<file path="config.mk">
export PLATFORM = sky130hd
export DESIGN_NAME = hybrid_shift_message_decrypt_unit
export DESIGN_NICKNAME = d
export VERILOG_FILES = /design/src/sv/hsmd_pkg.sv /design/src/sv/hsmd_modred.sv /design/src/sv/hsmd_datapath.sv /design/src/sv/hsmd_ctrl.sv /design/src/sv/hybrid_shift_message_decrypt_unit.sv
export SDC_FILE = /design/constraint.sdc
export NUM_CORES = 1
export LEC_CHECK = 0
export ABC_CLOCK_PERIOD_IN_PS = 7570
export BUFFER_PORTS_ARGS = -buffer_cell sky130_fd_sc_hd__buf_2
export CAP_MARGIN = 30
export CORE_ASPECT_RATIO = 1.2
export CORE_MARGIN = 2
export CORE_UTILIZATION = 55
export CTS_CLUSTER_DIAMETER = 120
export CTS_CLUSTER_SIZE = 28
export DETAILED_ROUTE_END_ITERATION = 16
export PLACE_DENSITY = 0.85
export SLEW_MARGIN = 15
export SYNTH_ARGS = -nofsm -noshare
export SYNTH_HDL_FRONTEND = slang
export SYNTH_SLANG_ARGS = --single-unit
</file>
<file path="constraint.sdc">
create_clock -name clk_i -period 7.57 [get_ports clk_i]
set_input_delay 0.3785 -clock clk_i [delete_from_list [all_inputs] [get_ports clk_i]]
set_output_delay 0.3785 -clock clk_i [all_outputs]
set_load 0.01 [all_outputs]
</file>
<file path="src/sv/hsmd_pkg.sv">
// Shared constants, types and codes of the hybrid shift message decryptor.
`default_nettype none

package hsmd_pkg;

  // Key and field widths.
  localparam int KEY_W      = 16;
  localparam int PROD_W     = 2 * KEY_W;
  localparam int CHAR_W     = 8;
  localparam int BIT_IDX_W  = $clog2(KEY_W);
  localparam int RED_CNT_W  = $clog2(PROD_W);
  localparam int IN_DATA_W  = ((KEY_W + CHAR_W + 7) / 8) * 8;
  localparam int OUT_DATA_W = ((CHAR_W + KEY_W + 7) / 8) * 8;

  // Printable character window.
  localparam int CHAR_RANGE = 95;
  localparam int KR_W       = $clog2(CHAR_RANGE);
  localparam logic [CHAR_W-1:0] PRINT_LO = CHAR_W'(32);
  localparam logic [CHAR_W-1:0] PRINT_HI = CHAR_W'(32 + CHAR_RANGE - 1);

  // Reciprocal of the window size. For any shift below 2^KEY_W the quotient by
  // CHAR_RANGE is (shift * K_RECIP) >> K_RECIP_SH, since the rounding error of the
  // reciprocal times the shift stays below 2^K_RECIP_SH.
  localparam int K_RECIP_SH = KEY_W + 7;
  localparam int K_RECIP_W  = KEY_W + 1;
  localparam int KPROD_W    = KEY_W + K_RECIP_W;
  localparam int KQ_W       = KPROD_W - K_RECIP_SH;
  localparam logic [K_RECIP_W-1:0] K_RECIP =
    K_RECIP_W'(((longint'(1) << K_RECIP_SH) + longint'(CHAR_RANGE - 1)) /
               longint'(CHAR_RANGE));

  // Configuration register indexes.
  localparam int CFG_IDX_W = 1;
  localparam logic [CFG_IDX_W-1:0] CFG_PRIV_EXP = 1'd0;
  localparam logic [CFG_IDX_W-1:0] CFG_KEY_MOD  = 1'd1;

  // Reset values of the configuration registers.
  localparam logic [KEY_W-1:0] PRIV_EXP_RST = KEY_W'(29);
  localparam logic [KEY_W-1:0] KEY_MOD_RST  = KEY_W'(95);

  // Operand source of the modular reduction unit.
  typedef enum logic [1:0] {
    RED_ENC   = 2'd0,
    RED_PROD  = 2'd1
  } red_src_e;

  // Controller states, one-hot.
  typedef enum logic [10:0] {
    ST_IDLE       = 11'b000_0000_0001,
    ST_BASE_START = 11'b000_0000_0010,
    ST_BASE_WAIT  = 11'b000_0000_0100,
    ST_BIT_CHK    = 11'b000_0000_1000,
    ST_ACC_START  = 11'b000_0001_0000,
    ST_ACC_WAIT   = 11'b000_0010_0000,
    ST_SQ_START   = 11'b000_0100_0000,
    ST_SQ_WAIT    = 11'b000_1000_0000,
    ST_K_START    = 11'b001_0000_0000,
    ST_K_WAIT     = 11'b010_0000_0000,
    ST_EMIT       = 11'b100_0000_0000
  } hsmd_state_e;

  // Commands from the controller to the datapath.
  typedef struct packed {
    logic     capture;
    logic     set_err_shift;
    logic     set_one_shift;
    logic     red_start;
    red_src_e red_src;
    logic     base_load;
    logic     mul_acc;
    logic     mul_sq;
    logic     acc_load;
    logic     sq_load;
    logic     bit_inc;
    logic     shift_load;
    logic     k_load;
    logic     load_out;
    logic     out_from_input;
  } hsmd_cmd_t;

  // Status from the datapath to the controller.
  typedef struct packed {
    logic mod_zero;
    logic exp_zero;
    logic exp_bit;
    logic last_bit;
    logic red_done;
  } hsmd_status_t;

endpackage

`default_nettype wire

</file>
<file path="src/sv/hsmd_modred.sv">
// Bit-serial restoring reduction of a double-width value modulo a key-width divisor.
`default_nettype none

module hsmd_modred
  import hsmd_pkg::*;
(
  input  logic              clk_i,
  input  logic              rst_ni,
  input  logic              start_i,
  input  logic [PROD_W-1:0] x_i,
  input  logic [KEY_W-1:0]  d_i,
  output logic              done_o,
  output logic [KEY_W-1:0]  rem_o
);

  logic                 busy_q, busy_d;
  logic                 done_q, done_d;
  logic [RED_CNT_W-1:0] cnt_q, cnt_d;
  logic [PROD_W-1:0]    x_q, x_d;
  logic [KEY_W-1:0]     rem_q, rem_d;
  logic [KEY_W-1:0]     d_q, d_d;
  logic [KEY_W:0]       trial;
  logic [KEY_W:0]       trial_sub;

  // One quotient bit per cycle; the partial remainder stays below the divisor.
  always_comb begin
    trial     = {rem_q, x_q[PROD_W-1]};
    trial_sub = trial - {1'b0, d_q};
    busy_d    = busy_q;
    done_d    = 1'b0;
    cnt_d     = cnt_q;
    x_d       = x_q;
    rem_d     = rem_q;
    d_d       = d_q;
    if (start_i) begin
      busy_d = 1'b1;
      cnt_d  = RED_CNT_W'(PROD_W - 1);
      x_d    = x_i;
      rem_d  = '0;
      d_d    = d_i;
    end else if (busy_q) begin
      x_d   = x_q << 1;
      rem_d = (trial >= {1'b0, d_q}) ? trial_sub[KEY_W-1:0] : trial[KEY_W-1:0];
      cnt_d = cnt_q - RED_CNT_W'(1);
      if (cnt_q == '0) begin
        busy_d = 1'b0;
        done_d = 1'b1;
      end
    end
  end

  always_ff @(posedge clk_i or negedge rst_ni) begin
    if (!rst_ni) begin
      busy_q <= 1'b0;
      done_q <= 1'b0;
      cnt_q  <= '0;
    end else begin
      busy_q <= busy_d;
      done_q <= done_d;
      cnt_q  <= cnt_d;
    end
  end

  always_ff @(posedge clk_i) begin
    x_q   <= x_d;
    rem_q <= rem_d;
    d_q   <= d_d;
  end

  assign done_o = done_q;
  assign rem_o  = rem_q;

`ifndef SYNTH
  a_no_restart: assert property (@(posedge clk_i) disable iff (!rst_ni)
    start_i |-> !busy_q)
    else $error("reduction restarted while busy");

  a_done_follows_last: assert property (@(posedge clk_i) disable iff (!rst_ni)
    (busy_q && !start_i && cnt_q == '0) |=> done_q)
    else $error("reduction did not finish after its last step");

  a_rem_below_divisor: assert property (@(posedge clk_i) disable iff (!rst_ni)
    done_q |-> (rem_q < d_q))
    else $error("remainder not below divisor");

  a_done_not_busy: assert property (@(posedge clk_i) disable iff (!rst_ni)
    done_q |-> !busy_q)
    else $error("done raised while still busy");
`endif

endmodule

`default_nettype wire

</file>
<file path="src/sv/hsmd_datapath.sv">
// Datapath: key registers, modular exponentiation operands, shift store and character unshift.
`default_nettype none

module hsmd_datapath
  import hsmd_pkg::*;
(
  input  logic                  clk_i,
  input  logic                  rst_ni,
  input  hsmd_cmd_t             cmd_i,
  output hsmd_status_t          status_o,
  input  logic                  cfg_we_i,
  input  logic [CFG_IDX_W-1:0]  cfg_index_i,
  input  logic [KEY_W-1:0]      cfg_wdata_i,
  input  logic [IN_DATA_W-1:0]  in_data_i,
  input  logic                  in_last_i,
  output logic [OUT_DATA_W-1:0] out_data_o,
  output logic                  out_err_o,
  output logic                  out_last_o
);

  logic [KEY_W-1:0]     exp_q, mod_q;
  logic [KEY_W-1:0]     shift_q;
  logic [KR_W-1:0]      k_q;
  logic [KEY_W-1:0]     enc_q;
  logic [CHAR_W-1:0]    char_q;
  logic                 last_q;
  logic [KEY_W-1:0]     sq_q, acc_q;
  logic [PROD_W-1:0]    prod_q;
  logic [KPROD_W-1:0]   kprod_q;
  logic [BIT_IDX_W-1:0] bit_q;
  logic [CHAR_W-1:0]    out_char_q;
  logic [KEY_W-1:0]     out_shift_q;
  logic                 out_err_q, out_last_q;

  logic [KEY_W-1:0]     in_enc;
  logic [CHAR_W-1:0]    in_char;
  logic [KEY_W-1:0]     mul_a;
  logic [PROD_W-1:0]    red_x;
  logic [KEY_W-1:0]     red_d;
  logic                 red_done;
  logic [KEY_W-1:0]     red_rem;
  logic [KQ_W-1:0]      k_quot;
  logic [KEY_W-1:0]     k_rem;
  logic [CHAR_W-1:0]    char_src;
  logic                 printable;
  logic [KR_W-1:0]      off;
  logic [KR_W-1:0]      diff;
  logic [CHAR_W-1:0]    plain;

  assign in_enc  = in_data_i[KEY_W-1:0];
  assign in_char = in_data_i[KEY_W +: CHAR_W];

  // Configuration registers.
  always_ff @(posedge clk_i or negedge rst_ni) begin
    if (!rst_ni) begin
      exp_q <= PRIV_EXP_RST;
      mod_q <= KEY_MOD_RST;
    end else if (cfg_we_i) begin
      case (cfg_index_i)
        CFG_PRIV_EXP: exp_q <= cfg_wdata_i;
        CFG_KEY_MOD:  mod_q <= cfg_wdata_i;
        default: ;
      endcase
    end
  end

  // Residue of the stored shift in the printable window: the registered reciprocal
  // product gives the quotient, and one multiply-subtract leaves the remainder.
  assign k_quot = kprod_q[KPROD_W-1:K_RECIP_SH];
  assign k_rem  = shift_q - (KEY_W'(k_quot) * KEY_W'(CHAR_RANGE));

  // Shift of the current message and its residue in the printable window.
  always_ff @(posedge clk_i or negedge rst_ni) begin
    if (!rst_ni) begin
      shift_q <= '0;
      k_q     <= '0;
    end else begin
      if (cmd_i.set_err_shift) begin
        shift_q <= '0;
        k_q     <= '0;
      end else if (cmd_i.set_one_shift) begin
        shift_q <= KEY_W'(1);
        k_q     <= KR_W'(1);
      end else if (cmd_i.shift_load) begin
        shift_q <= acc_q;
      end
      if (cmd_i.k_load) begin
        k_q <= k_rem[KR_W-1:0];
      end
    end
  end

  // Exponentiation operands, single shared multiplier.
  assign mul_a = cmd_i.mul_acc ? acc_q : sq_q;

  always_ff @(posedge clk_i) begin
    if (cmd_i.capture) begin
      enc_q  <= in_enc;
      char_q <= in_char;
      last_q <= in_last_i;
    end
    if (cmd_i.mul_acc || cmd_i.mul_sq) begin
      prod_q <= mul_a * sq_q;
    end
    kprod_q <= KPROD_W'(shift_q) * KPROD_W'(K_RECIP);
    if (cmd_i.base_load) begin
      sq_q  <= red_rem;
      acc_q <= KEY_W'(mod_q != KEY_W'(1));
      bit_q <= '0;
    end else begin
      if (cmd_i.sq_load) begin
        sq_q <= red_rem;
      end
      if (cmd_i.acc_load) begin
        acc_q <= red_rem;
      end
      if (cmd_i.bit_inc) begin
        bit_q <= bit_q + BIT_IDX_W'(1);
      end
    end
  end

  always_comb begin
    case (cmd_i.red_src)
      RED_ENC: begin
        red_x = PROD_W'(enc_q);
        red_d = mod_q;
      end
      RED_PROD: begin
        red_x = prod_q;
        red_d = mod_q;
      end
      default: begin
        red_x = prod_q;
        red_d = mod_q;
      end
    endcase
  end

  hsmd_modred u_modred (
    .clk_i   (clk_i),
    .rst_ni  (rst_ni),
    .start_i (cmd_i.red_start),
    .x_i     (red_x),
    .d_i     (red_d),
    .done_o  (red_done),
    .rem_o   (red_rem)
  );

  // Unshift within the printable window; the wrap sum may pass 2^KR_W, but the true
  // result lies below CHAR_RANGE, so the modular arithmetic still gives it exactly.
  always_comb begin
    char_src  = cmd_i.out_from_input ? in_char : char_q;
    printable = (char_src >= PRINT_LO) && (char_src <= PRINT_HI);
    off       = KR_W'(char_src - PRINT_LO);
    if (off >= k_q) begin
      diff = off - k_q;
    end else begin
      diff = off + KR_W'(CHAR_RANGE) - k_q;
    end
    plain = printable ? (CHAR_W'(diff) + PRINT_LO) : char_src;
  end

  always_ff @(posedge clk_i) begin
    if (cmd_i.load_out) begin
      out_char_q  <= plain;
      out_shift_q <= shift_q;
      out_err_q   <= (mod_q == '0);
      out_last_q  <= cmd_i.out_from_input ? in_last_i : last_q;
    end
  end

  assign out_data_o = OUT_DATA_W'({out_shift_q, out_char_q});
  assign out_err_o  = out_err_q;
  assign out_last_o = out_last_q;

  assign status_o.mod_zero = (mod_q == '0);
  assign status_o.exp_zero = (exp_q == '0);
  assign status_o.exp_bit  = exp_q[bit_q];
  assign status_o.last_bit = (bit_q == BIT_IDX_W'(KEY_W - 1));
  assign status_o.red_done = red_done;

endmodule

`default_nettype wire

</file>
<file path="src/sv/hsmd_ctrl.sv">
// Controller: handshakes and the square-and-multiply sequence.
`default_nettype none

module hsmd_ctrl
  import hsmd_pkg::*;
(
  input  logic         clk_i,
  input  logic         rst_ni,
  input  logic         in_valid_i,
  input  logic         in_start_i,
  output logic         in_ready_o,
  output logic         out_valid_o,
  input  logic         out_ready_i,
  input  hsmd_status_t status_i,
  output hsmd_cmd_t    cmd_o
);

  hsmd_state_e state_q, state_d;
  logic        out_valid_q, out_valid_d;
  logic        space;
  hsmd_cmd_t   cmd;

  assign space      = !out_valid_q || out_ready_i;
  assign in_ready_o = (state_q == ST_IDLE) && space;

  always_comb begin
    state_d = state_q;
    cmd     = '0;
    case (state_q)
      ST_IDLE: begin
        if (in_valid_i && in_ready_o) begin
          if (in_start_i) begin
            cmd.capture = 1'b1;
            if (status_i.mod_zero) begin
              cmd.set_err_shift = 1'b1;
              state_d = ST_EMIT;
            end else if (status_i.exp_zero) begin
              cmd.set_one_shift = 1'b1;
              state_d = ST_EMIT;
            end else begin
              state_d = ST_BASE_START;
            end
          end else begin
            cmd.load_out       = 1'b1;
            cmd.out_from_input = 1'b1;
          end
        end
      end
      ST_BASE_START: begin
        cmd.red_start = 1'b1;
        cmd.red_src   = RED_ENC;
        state_d       = ST_BASE_WAIT;
      end
      ST_BASE_WAIT: begin
        if (status_i.red_done) begin
          cmd.base_load = 1'b1;
          state_d       = ST_BIT_CHK;
        end
      end
      ST_BIT_CHK: begin
        if (status_i.exp_bit) begin
          cmd.mul_acc = 1'b1;
          state_d     = ST_ACC_START;
        end else begin
          cmd.mul_sq = 1'b1;
          state_d    = ST_SQ_START;
        end
      end
      ST_ACC_START: begin
        cmd.red_start = 1'b1;
        cmd.red_src   = RED_PROD;
        state_d       = ST_ACC_WAIT;
      end
      ST_ACC_WAIT: begin
        if (status_i.red_done) begin
          cmd.acc_load = 1'b1;
          cmd.mul_sq   = 1'b1;
          state_d      = ST_SQ_START;
        end
      end
      ST_SQ_START: begin
        cmd.red_start = 1'b1;
        cmd.red_src   = RED_PROD;
        state_d       = ST_SQ_WAIT;
      end
      ST_SQ_WAIT: begin
        if (status_i.red_done) begin
          cmd.sq_load = 1'b1;
          if (status_i.last_bit) begin
            cmd.shift_load = 1'b1;
            state_d        = ST_K_START;
          end else begin
            cmd.bit_inc = 1'b1;
            state_d     = ST_BIT_CHK;
          end
        end
      end
      ST_K_START: begin
        // The reciprocal product of the new shift is registered in this cycle.
        state_d = ST_K_WAIT;
      end
      ST_K_WAIT: begin
        cmd.k_load = 1'b1;
        state_d    = ST_EMIT;
      end
      ST_EMIT: begin
        if (space) begin
          cmd.load_out = 1'b1;
          state_d      = ST_IDLE;
        end
      end
      default: begin
        state_d = ST_IDLE;
      end
    endcase
  end

  always_comb begin
    if (cmd.load_out) begin
      out_valid_d = 1'b1;
    end else if (out_ready_i) begin
      out_valid_d = 1'b0;
    end else begin
      out_valid_d = out_valid_q;
    end
  end

  always_ff @(posedge clk_i or negedge rst_ni) begin
    if (!rst_ni) begin
      state_q     <= ST_IDLE;
      out_valid_q <= 1'b0;
    end else begin
      state_q     <= state_d;
      out_valid_q <= out_valid_d;
    end
  end

  assign out_valid_o = out_valid_q;
  assign cmd_o       = cmd;

endmodule

`default_nettype wire

</file>
<file path="src/sv/hybrid_shift_message_decrypt_unit.sv">
// Top level of the hybrid shift message decryptor.
//
//   Channel   Direction  Carries
//   s_axis    in         tdata: encrypted_shift, cipher_char; tuser: start_of_message;
//                        tlast: last_in
//   m_axis    out        tdata: plain_char, shift_value; tuser: modulus_error;
//                        tlast: last_out
//   cfg       in         write of private_exponent (index 0) or key_modulus (index 1)
//
// A beat without start_of_message has its result registered at the accepting edge,
// so such beats stream at one per cycle while the output side drains.
// A start beat runs square-and-multiply on the one shared multiplier and the
// bit-serial reduction unit; the shift residue in the printable window then comes
// from a reciprocal multiplication. With a zero modulus or a zero exponent a start
// beat skips the exponentiation. Reset (rst_ni, asynchronous, active low) loads
// exponent 29, modulus 95 and a stored shift of zero. A stalled output holds its
// beat and blocks new input beats once full.
`default_nettype none

module hybrid_shift_message_decrypt_unit
  import hsmd_pkg::*;
(
  input  logic                  clk_i,
  input  logic                  rst_ni,
  // Input stream.
  input  logic                  s_axis_tvalid,
  output logic                  s_axis_tready,
  input  logic [IN_DATA_W-1:0]  s_axis_tdata,   // [15:0] encrypted_shift, [23:16] cipher_char
  input  logic                  s_axis_tuser,   // [0] start_of_message
  input  logic                  s_axis_tlast,
  // Output stream.
  output logic                  m_axis_tvalid,
  input  logic                  m_axis_tready,
  output logic [OUT_DATA_W-1:0] m_axis_tdata,   // [7:0] plain_char, [23:8] shift_value
  output logic                  m_axis_tuser,   // [0] modulus_error
  output logic                  m_axis_tlast,
  // Configuration write port.
  input  logic                  cfg_we_i,
  input  logic [CFG_IDX_W-1:0]  cfg_index_i,
  input  logic [KEY_W-1:0]      cfg_wdata_i
);

  hsmd_cmd_t    cmd;
  hsmd_status_t status;

  // The controller sequences the exponentiation and owns both handshakes.
  hsmd_ctrl u_ctrl (
    .clk_i       (clk_i),
    .rst_ni      (rst_ni),
    .in_valid_i  (s_axis_tvalid),
    .in_start_i  (s_axis_tuser),
    .in_ready_o  (s_axis_tready),
    .out_valid_o (m_axis_tvalid),
    .out_ready_i (m_axis_tready),
    .status_i    (status),
    .cmd_o       (cmd)
  );

  // The datapath holds the key, the stored shift and the output register.
  hsmd_datapath u_datapath (
    .clk_i       (clk_i),
    .rst_ni      (rst_ni),
    .cmd_i       (cmd),
    .status_o    (status),
    .cfg_we_i    (cfg_we_i),
    .cfg_index_i (cfg_index_i),
    .cfg_wdata_i (cfg_wdata_i),
    .in_data_i   (s_axis_tdata),
    .in_last_i   (s_axis_tlast),
    .out_data_o  (m_axis_tdata),
    .out_err_o   (m_axis_tuser),
    .out_last_o  (m_axis_tlast)
  );

endmodule

`default_nettype wire

</file>
==> results of run 1 <==
how the worst max path moves through the flow:
stage | end | slack, ns | start | cells after the start
floorplan | u_datapath.prod_q[29] | 0.11 | u_datapath.bit_q[0] | 27
global placement | u_datapath.prod_q[30] | -0.006 | u_datapath.bit_q[0] | 28
detailed placement | u_datapath.prod_q[31] | -0.22 | u_datapath.bit_q[0] | 27
CTS | u_datapath.prod_q[29] | 0.01 | u_datapath.bit_q[0] | 27
global route | u_datapath.prod_q[28] | -0.20 | u_datapath.bit_q[0] | 28
finish | u_datapath.prod_q[27] | 0.06 | u_datapath.exp_q[10] | 28
what timing repair did:
| action | CTS | global route |
|---|---|---|
| endpoints found under the hold margin | 0 | 16 |
| hold buffers | 0 | 1 |
| endpoints found under the setup margin | 10 | 13 |
| setup buffers | 7 | 7 |
| pin swaps | 5 | 35 |
| gates resized for setup | 18 | 64 |
| gates cloned | 1 | 1 |
metal layers:
| layer | vias to the layer above | track usage [%] |
|---|---|---|
| met5 | - | 0 |
| met4 | 0 | 15.0 |
| met3 | 241 | 3.32 |
| met2 | 739 | 45.8 |
| met1 | 9157 | 28.6 |
| li1 | 8207 | - |
final cells by class:
type                       count  share of cell area, %
timing repair inverter         1                 0.0271
tap                          616                   2.78
sequential                   264                   25.8
multi-input combinational   1671                   59.6
inverter                     460                   6.22
clock buffer                  20                   1.27
timing repair buffer         169                   4.25
clock inverter                 2                 0.0902
synthesized netlist by cell type (4+ instances only):
cell	n	area [sq um]
buf_2	19	95.1
ha_1	275	3440
mux2i_1	49	490
nand2b_1	15	93.8
nand3b_1	5	37.5
nand4_1	17	106
nor2b_1	15	93.8
fa_1	312	6250
o21ai_0	61	305
xnor2_1	61	534
and2_1	119	744
and3_1	5	31.3
nand3_1	33	165
dfstp_2	11	289
a31oi_1	14	87.6
a211o_1	4	35.0
a21o_1	18	135
dfxtp_1	42	841
o21a_1	21	158
o311ai_0	4	35.0
mux2_2	32	360
or4_1	5	37.5
a211oi_1	4	30.0
o211ai_1	11	82.6
o21bai_1	4	30.0
nor4_1	15	93.8
a21oi_1	67	335
o22ai_1	11	68.8
xor2_1	21	184
nand2_1	261	980
nor3b_1	4	30.0
mux4_2	5	113
clkbuf_1	52	195
nor3_1	23	115
edfxtp_1	148	4440
a22o_1	16	140
nor2_1	112	420
inv_1	459	1720
a311oi_1	9	78.8
dfrtp_1	63	1580
kinds of logic (layout without fill, tap and decap cells):
| family | after synthesis | in the layout |
|---|---|---|
| AO/OA/AOI/OAI | 266 | 266 |
| XOR/XNOR | 82 | 82 |
| adder cells (fa/ha/maj) | 587 | 587 |
| buffers and inverters | 536 | 652 |
| flip-flops | 264 | 264 |
| multiplexers | 87 | 87 |
| AND/OR/NAND/NOR | 649 | 649 |
placed cells by master, fill, tap and decap left out, types with 18 or more instances in the layout:
| cell type | instances |
|---|---|
| inv_1 | 456 |
| buf_2 | 74 |
| mux2_2 | 32 |
| nor3_1 | 22 |
| edfxtp_1 | 148 |
| xnor2_1 | 61 |
| o21a_1 | 21 |
| o21ai_0 | 51 |
| a21o_1 | 18 |
| dfxtp_1 | 41 |
| nand3_1 | 32 |
| fa_1 | 304 |
| dfrtp_1 | 63 |
| nand2_1 | 248 |
| xor2_1 | 21 |
| a21oi_1 | 64 |
| nor2_1 | 112 |
| ha_1 | 265 |
| buf_4 | 82 |
| mux2i_1 | 49 |
| and2_1 | 116 |
metrics by stage:
stage | worst slack (ns) | instances | utilization (%) | setup TNS (ns) | hold WS (ns)
2_1_floorplan | 0.113 | 2471 | - | 0 | 0.0829
3_3_place_gp | -0.00588 | 3159 | 58.6 | -0.00588 | 0.468
3_5_place_dp | -0.218 | 3164 | 58.7 | -1.11 | 0.471
4_1_cts | 0.0107 | 3194 | 59.8 | 0 | 0.0155
5_1_grt | -0.198 | 3203 | 60.5 | -0.999 | 0.0295
6_report | 0.0588 | 3203 | 60.5 | 0 | 0.0425
power by group:
part	internal [mW]	switching [mW]	leakage, nW
clock network	0.335	0.458	0.180
registers	1.88	0.230	2.50
logic	1.72	2.07	10.5
total	3.93	2.76	13.2
state kept, by name, indices dropped and copies added (netlist names), 11 cells and up:
name / count
u_ctrl.state_q: 11
u_datapath.acc_q: 16
u_datapath.enc_q: 16
u_datapath.exp_q: 16
u_datapath.mod_q: 16
u_datapath.out_shift_q: 16
u_datapath.prod_q: 32
u_datapath.shift_q: 16
u_datapath.sq_q: 16
u_datapath.u_modred.d_q: 16
u_datapath.u_modred.rem_o: 16
u_datapath.u_modred.x_q: 32
worst max-delay path, delay by kind of cell, from the launching register on:
family                   cells  cell delay, ns
adder cells (fa/ha/maj)      7            3.24
AO/OA/AOI/OAI                5            0.87
buffers and inverters        8            1.03
flip-flops                   1            0.42
AND/OR/NAND/NOR              5            0.50
XOR/XNOR                     1            0.15
multiplexers                 2            1.03
==> results.yml, run 1 <==
logic_synthesis:
  syn_area_sq_um: 25500
  ys_ff_latch: 264
  syn-instance-count: 2471
  synth_top_family_by_area: "adder cells"
  synthArstFlopShare_pct: 28.0
  yosysWarnings: 0
  synthesis.nets: 3106
  ys.flop_type: "edfxtp_1"
  ys_types: 72
  synth_simple_gate_area_share_pct: 12.4
  synth.mux.area_fraction_pct: 3.84
  syn_avg_cell_area_sq_um: 10.3
  ys_seq_area_share_pct: 28.1
  synth_compound_area_share_pct: 6.79
  synth-xor-area-share_pct: 2.82
  synthAdderAreaFrac_pct: 38.0
  synth-edff-count: 148
cts:
  cts-root-buf: "clkbuf_16"
  htreeDepth: 1
  clock_latency_ns: 0.52
  numCtsBuffers: 13
  path_clk_slew_ns: 0.11
  cts.sink_count: 264
  clockBufferDepth: 3
  cts_tree: "done"
grt:
  first_global_vias: 20060
  grt.total_usage_pct: 25.3
  grt_max_degree: 75
  antenna_found_initial: 0
  grt_pass1_wl_um: 97900
  grt_overflow: 0
die:
  initial_core_util_pct: 55.5
  chipWidth_um: 200
  rows: 86
  dieArea_sq_um: 48000
  die_y_um: 240
  ioPinCount: 76
  core_sq_um: 45800
detailed_routing:
  drt-met1-wl_um: 21400
  wl_per_cell_um: 18.5
  drtIter0Drc: 1187
  top_layer: "met4"
  drc: 0
  wl_met3_um: 3510
  vias: 18344
  first_pass_iters: 5
  wirelength_um: 59400
  drtAntennaViolNets: 0
  wl_met2_um: 30800
  routed_via_density: 5.73
timing:
  fin_skew_ns: 0.0199
  setup_violations: 0
  fin_crit_ns: 7.51
  slew_headroom_pct: 40.6
  rsz0062_at_grt: "yes"
  slew_viol_final: 0
  hold_viol: 0
  tightestPinTransition_ns: 0.891
  max_freq_ghz: 0.133
  fin_crit_sh_pct: 99.2
job:
  maxCapViolCount: 0
pwr:
  vdd_drop_max_mv: 0.467
  p_leak_nw: 13.2
  p_per_area_nw_per_um2: 241
  totalPowerFinal_mw: 6.69
finish:
  n_antenna_cell: 0
  seq_area_sq_um: 7150
  areaGrowthSynthToFinish_pct: 9.00
  fin_area_sq_um: 27800
  final_nets: 3215
  fillers: 3525
  multiInputGateArea_sq_um: 16500
  layout-drive-gt1-share_pct: 11.7
outcome:
  status: "finished, final reports clean"
critical_path:
  slowest_stage: "fa_1"
  end_kind: "flop"
  rr_worst_depth: 28
  timing.rr.start: "u_datapath.exp_q[10]"
  r2r-end: "u_datapath.prod_q[27]"
  cp_max_fo: 8
  arrival_ns: 7.77
  worstSetupPathType: "reg -> reg"
  cp_common_cell: "fa_1"
  required_ns: 7.82
  start_kind: "flop"
  slowest_delay_ns: 0.56
  reg2reg_slack_ns: 0.06
worst_hold_path:
  whs_path_depth: 1
  worstHoldEndpoint: "u_datapath.enc_q[3]"
  hold_class: "in -> reg"
  hp-start: "s_axis_tdata[3]"
placement:
  globalplace.congestion: 0.943
  dpl.hpwl_um: 46100
  port_buffers: 75
  dpl-instance-area_sq_um: 26900
Note: power is estimated with default switching activity, not from simulation.
==> inputs of run 2 (changes only) <==
--- a/config.mk
+++ b/config.mk
@@ -14,7 +14,7 @@
 export CTS_CLUSTER_DIAMETER = 120
 export CTS_CLUSTER_SIZE = 28
 export DETAILED_ROUTE_END_ITERATION = 16
-export PLACE_DENSITY = 0.85
+export PLACE_DENSITY = 0.75
 export SLEW_MARGIN = 15
 export SYNTH_ARGS = -nofsm -noshare
 export SYNTH_HDL_FRONTEND = slang
==> results.yml, run 2 (synthesis results as in run 1) <==
finish:
  reg_top3: "u_datapath.prod_q: 32 flops, u_datapath.u_modred.x_q: 32 flops"
  final_common_cell: "inv_1"
  layout-drive-gt1-share_pct: 11.9
  areaGrowthSynthToFinish_pct: 9.04
  n_antenna_cell: 0
  mostFrequentLayoutCells: "inv_1 (457), fa_1 (310), ha_1 (266), nand2_1 (242), edfxtp_1 (148)"
  final_nets: 3218
placement:
  dpl.hpwl_um: 45200
  globalplace.congestion: 0.927
  post-place-ws_ns: -0.137
  port_buffers: 75
cts:
  path_clk_slew_ns: 0.10
  htreeDepth: 1
  clockBufferDepth: 3
  cts-root-buf: "clkbuf_16"
  numCtsBuffers: 13
  cts_tree: "done"
  cts.sink_count: 264
  clock_latency_ns: 0.51
grt:
  grt.total_usage_pct: 25.1
  antenna_found_initial: 0
  grt_pass1_wl_um: 96300
  grt_overflow: 0
  grt_max_degree: 56
  first_global_vias: 19366
pwr:
  p_per_area_nw_per_um2: 237
  vdd_drop_max_mv: 0.313
  p_clk_share_pct: 12.1
  internal_power_mw: 3.91
  p_switching_mw: 2.66
  p_leak_nw: 13.2
  swShare_pct: 40.5
  pwr-share-comb_pct: 56.1
  pwr-share-seq_pct: 31.9
die:
  ioPinCount: 76
  initial_core_util_pct: 55.5
  rows: 86
  core_sq_um: 45800
  dieArea_sq_um: 48000
  die_y_um: 240
  chipWidth_um: 200
timing:
  tightestPinTransition_ns: 0.888
  max_freq_ghz: 0.130
  fin_crit_sh_pct: 102
  slew_viol_final: 0
  layout_setup_ws_ns: -0.115
  rsz0062_at_grt: "yes"
  setup_violations: 4
  fin_tns_setup_ns: -0.382
  slew_headroom_pct: 40.7
  fin_crit_ns: 7.68
  fin_skew_ns: 0.0241
  hold_viol: 0
critical_path:
  cp_num_buf_inv: 11
  start_kind: "flop"
  required_ns: 7.84
  slowest_stage: "mux4_2"
  cp_common_cell: "fa_1"
  slowest_delay_ns: 0.55
  end_kind: "flop"
  worstSetupPathType: "reg -> reg"
  cp_top_family: "adder cells"
  arrival_ns: 7.95
  cp_max_fo: 11
worst_hold_path:
  hold_class: "in -> reg"
detailed_routing:
  wl_met3_um: 2910
  drc: 0
  vias: 17915
  wl_met2_um: 29500
  top_layer: "met4"
  wl_per_cell_um: 18.0
  first_pass_iters: 6
  drt-met1-wl_um: 22700
  drtIter0Drc: 1124
  routed_via_density: 5.59
  drtAntennaViolNets: 0
  wirelength_um: 57800
job:
  maxCapViolCount: 0
outcome:
  status: "finished with violations"
  violations: "negative setup slack"
run 2: metal layers:
layer / GRT usage [%] / up-vias
li1: - / 8220
met1: 30.5 / 9044
met2: 45.1 / 504
met3: 3.01 / 147
met4: 10.9 / 0
met5: 0 / -
run 2: path summary, 6_finish.rpt:
check / from / end / slack [ns] / cells after the start
max: u_datapath.exp_q[13] / u_datapath.prod_q[26] / -0.11 / 30
min: s_axis_tdata[0] / u_datapath.enc_q[0] / 0.04 / 1
max reg2reg: u_datapath.exp_q[13] / u_datapath.prod_q[26] / -0.11 / 30
min reg2reg: u_datapath.mod_q[14] / u_datapath.u_modred.d_q[14] / 0.49 / 0
max in group asynchronous: rst_ni / u_datapath.u_modred.cnt_q[4] / 6.16 / 3
min in group asynchronous: rst_ni / u_datapath.exp_q[15] / 0.34 / 2
run 2: through the flow:
| step | hold WS (ns) | utilization [%] | total power [mW] | area [sq um] | cells |
|---|---|---|---|---|---|
| finish | 0.0408 | 60.6 | 6.57 | 27800 | 3206 |
| global route | 0.0280 | 60.6 | 7.14 | 27800 | 3206 |
| CTS | 0.0254 | 59.7 | 6.54 | 27400 | 3194 |
| detailed placement | 0.308 | 58.8 | 5.72 | 27000 | 3171 |
| global placement | 0.304 | 58.7 | 5.58 | 26900 | 3167 |
| floorplan | 0.0829 | - | 4.83 | 25500 | 2471 |
run 2: what timing repair did:
action                                  4_1_cts  5_1_grt
pin swaps                                     3       16
endpoints found under the setup margin        9       12
hold buffers                                  1        0
hold endpoints to repair                     16        0
resized for setup                             6       81
buffers inserted                              0        9
gates cloned                                  0        2
run 2: cell type report:
class,count,area [sq um]
fill,3754,18100
multi-input combinational,1671,16600
sequential,264,7160
inverter,460,1730
timing repair buffer,172,1170
tap,616,771
clock buffer,20,352
clock inverter,2,25.0
timing repair inverter,1,7.51
run 2: power groups by stage:
| stage | sequential, mW | combinational [mW] | clock [mW] |
|---|---|---|---|
| global placement | 2.11 | 3.47 | 0 |
| floorplan | 2.04 | 2.79 | 0 |
| detailed placement | 2.12 | 3.60 | 0 |
| CTS | 2.09 | 3.64 | 0.806 |
| finish | 2.09 | 3.68 | 0.791 |
| global route | 2.12 | 4.17 | 0.850 |
==> inputs of run 3 (changes only) <==
--- a/config.mk
+++ b/config.mk
@@ -10,11 +10,11 @@
 export CAP_MARGIN = 30
 export CORE_ASPECT_RATIO = 1.2
 export CORE_MARGIN = 2
-export CORE_UTILIZATION = 55
+export CORE_UTILIZATION = 59
 export CTS_CLUSTER_DIAMETER = 120
 export CTS_CLUSTER_SIZE = 28
 export DETAILED_ROUTE_END_ITERATION = 16
-export PLACE_DENSITY = 0.75
+export PLACE_DENSITY = 0.79
 export SLEW_MARGIN = 15
 export SYNTH_ARGS = -nofsm -noshare
 export SYNTH_HDL_FRONTEND = slang
==> results.yml, run 3 (synthesis results as in run 1) <==
timing:
  slew_viol_final: 0
  fin_crit_ns: 7.47
  hold_viol: 0
  max_freq_ghz: 0.134
  setup_violations: 0
  slew_headroom_pct: 39.5
  whs_ns: 0.0403
  rsz0062_at_grt: "yes"
  tightestPinTransition_ns: 0.907
  fin_tns_setup_ns: 0
  fin_crit_sh_pct: 98.7
  fin_skew_ns: 0.0164
placement:
  port_buffers: 75
  globalplace.congestion: 0.936
  dpl-instance-area_sq_um: 26900
  dpl.hpwl_um: 45500
critical_path:
  required_ns: 7.92
  cp_max_fo: 9
  crit_path_end: "u_datapath.prod_q[28]"
  timing.rr.start: "u_datapath.bit_q[0]"
  slowest_delay_ns: 0.57
  rr_worst_depth: 27
  end_kind: "flop"
  reg2reg_slack_ns: 0.1
  slowest_stage: "fa_1"
  r2r-end: "u_datapath.prod_q[28]"
  worstSetupPathType: "reg -> reg"
  critPathLaunch: "u_datapath.bit_q[0]"
  cp_common_cell: "fa_1"
  start_kind: "flop"
  arrival_ns: 7.82
finish:
  final_common_cell: "inv_1"
  n_antenna_cell: 0
  mostFrequentLayoutCells: "inv_1 (451), fa_1 (305), ha_1 (261), nand2_1 (236), edfxtp_1 (148)"
  final_nets: 3228
  reg_top3: "u_datapath.prod_q: 32 flops, u_datapath.u_modred.x_q: 32 flops"
  layout-drive-gt1-share_pct: 13.1
  fin_area_sq_um: 27900
  areaGrowthSynthToFinish_pct: 9.61
cts:
  cts-root-buf: "clkbuf_16"
  clockBufferDepth: 3
  clock_latency_ns: 0.51
  cts.sink_count: 264
  htreeDepth: 1
  numCtsBuffers: 13
  path_clk_slew_ns: 0.11
  cts_tree: "done"
grt:
  grt_max_degree: 75
  grt_pass1_wl_um: 96900
  antenna_found_initial: 0
  grt_overflow: 0
  grt.total_usage_pct: 27.1
  first_global_vias: 19327
pwr:
  p_leak_nw: 13.3
  p_per_area_nw_per_um2: 238
  vdd_drop_max_mv: 0.438
  p_clk_share_pct: 11.9
  swShare_pct: 40.8
  pwr-share-seq_pct: 31.6
  p_switching_mw: 2.71
  pwr-share-comb_pct: 56.6
  internal_power_mw: 3.93
detailed_routing:
  first_pass_iters: 7
  drtIter0Drc: 1206
  vias: 18015
  routed_via_density: 5.72
  wl_per_cell_um: 18.5
  wirelength_um: 58300
  drtAntennaViolNets: 0
  drc: 0
die:
  chipWidth_um: 194
  ioPinCount: 76
  core_sq_um: 42700
  dieArea_sq_um: 44800
  rows: 83
  die_y_um: 232
  initial_core_util_pct: 59.6
job:
  maxCapViolCount: 0
outcome:
  status: "finished, final reports clean"
worst_hold_path:
  hold_class: "in -> reg"
## run 3: cell types whose count changed in the layout (fill, tap and decap cells not counted), sizes merged
cell and delta:
clkinvlp -1, buf +11
## run 3: power by group through the flow
stage                     Sequential (mW)  Clock [mW]  Combinational (mW)
after floorplan                      2.04           0                2.79
after global placement               2.11           0                3.46
after detailed placement             2.12           0                3.66
after CTS                            2.09       0.802                3.69
after global routing                 2.12       0.849                4.25
final                                2.10       0.787                3.75
## run 3: worst min path at each step
stage	startpoint	cells past startpoint	endpoint
after floorplan	rst_ni	0	u_ctrl.out_valid_o
after global placement	u_datapath.mod_q[5]	0	u_datapath.u_modred.d_q[5]
after detailed placement	u_datapath.mod_q[11]	0	u_datapath.u_modred.d_q[11]
after CTS	s_axis_tdata[15]	1	u_datapath.enc_q[15]
after global routing	s_axis_tdata[6]	1	u_datapath.enc_q[6]
final	s_axis_tdata[12]	1	u_datapath.enc_q[12]
## run 3: metrics by stage
step | utilization (%) | instances | setup slack, ns | power (mW)
after global routing | 65.4 | 3152 | -0.211 | 7.22
after floorplan | - | 2471 | 0.113 | 4.83
after detailed placement | 63.1 | 3113 | -0.267 | 5.77
after CTS | 64.0 | 3136 | 0.00291 | 6.59
final | 65.4 | 3152 | 0.0987 | 6.64
after global placement | 63.0 | 3110 | -0.0728 | 5.57
## run 3: routing by layer
metal	track usage (%)	vias to the layer above	wire length, um
met2	48.2	557	29900
met3	3.48	182	3020
met5	0	-	0
li1	-	8238	-
met4	12.2	0	2870
met1	33.0	9038	22500
## run 3: area by class of cell
class	count	area, sq um
clock buffer	20	352
multi-input combinational	1671	16700
fill	3242	14800
clock inverter	2	25.0
timing repair buffer	183	1290
inverter	460	1730
tap	552	691
sequential	264	7150
## run 3: critical path, delay by kind of cell, from the launching register on
kind                     cells  cell delay (ns)
AND/OR/NAND/NOR              5             0.61
adder cells (fa/ha/maj)      7             3.28
flip-flops                   1             0.40
buffers and inverters        7             0.81
multiplexers                 2             1.06
AO/OA/AOI/OAI                6             1.15
## run 3: repair_timing
item                                    in CTS  in global routing
endpoints found under the setup margin       9                 13
hold endpoints to repair                     0                 16
gates cloned                                 0                  1
setup buffers                                1                 13
pin swaps                                    3                 56
resized for setup                           11                110
hold buffers                                 0                  1
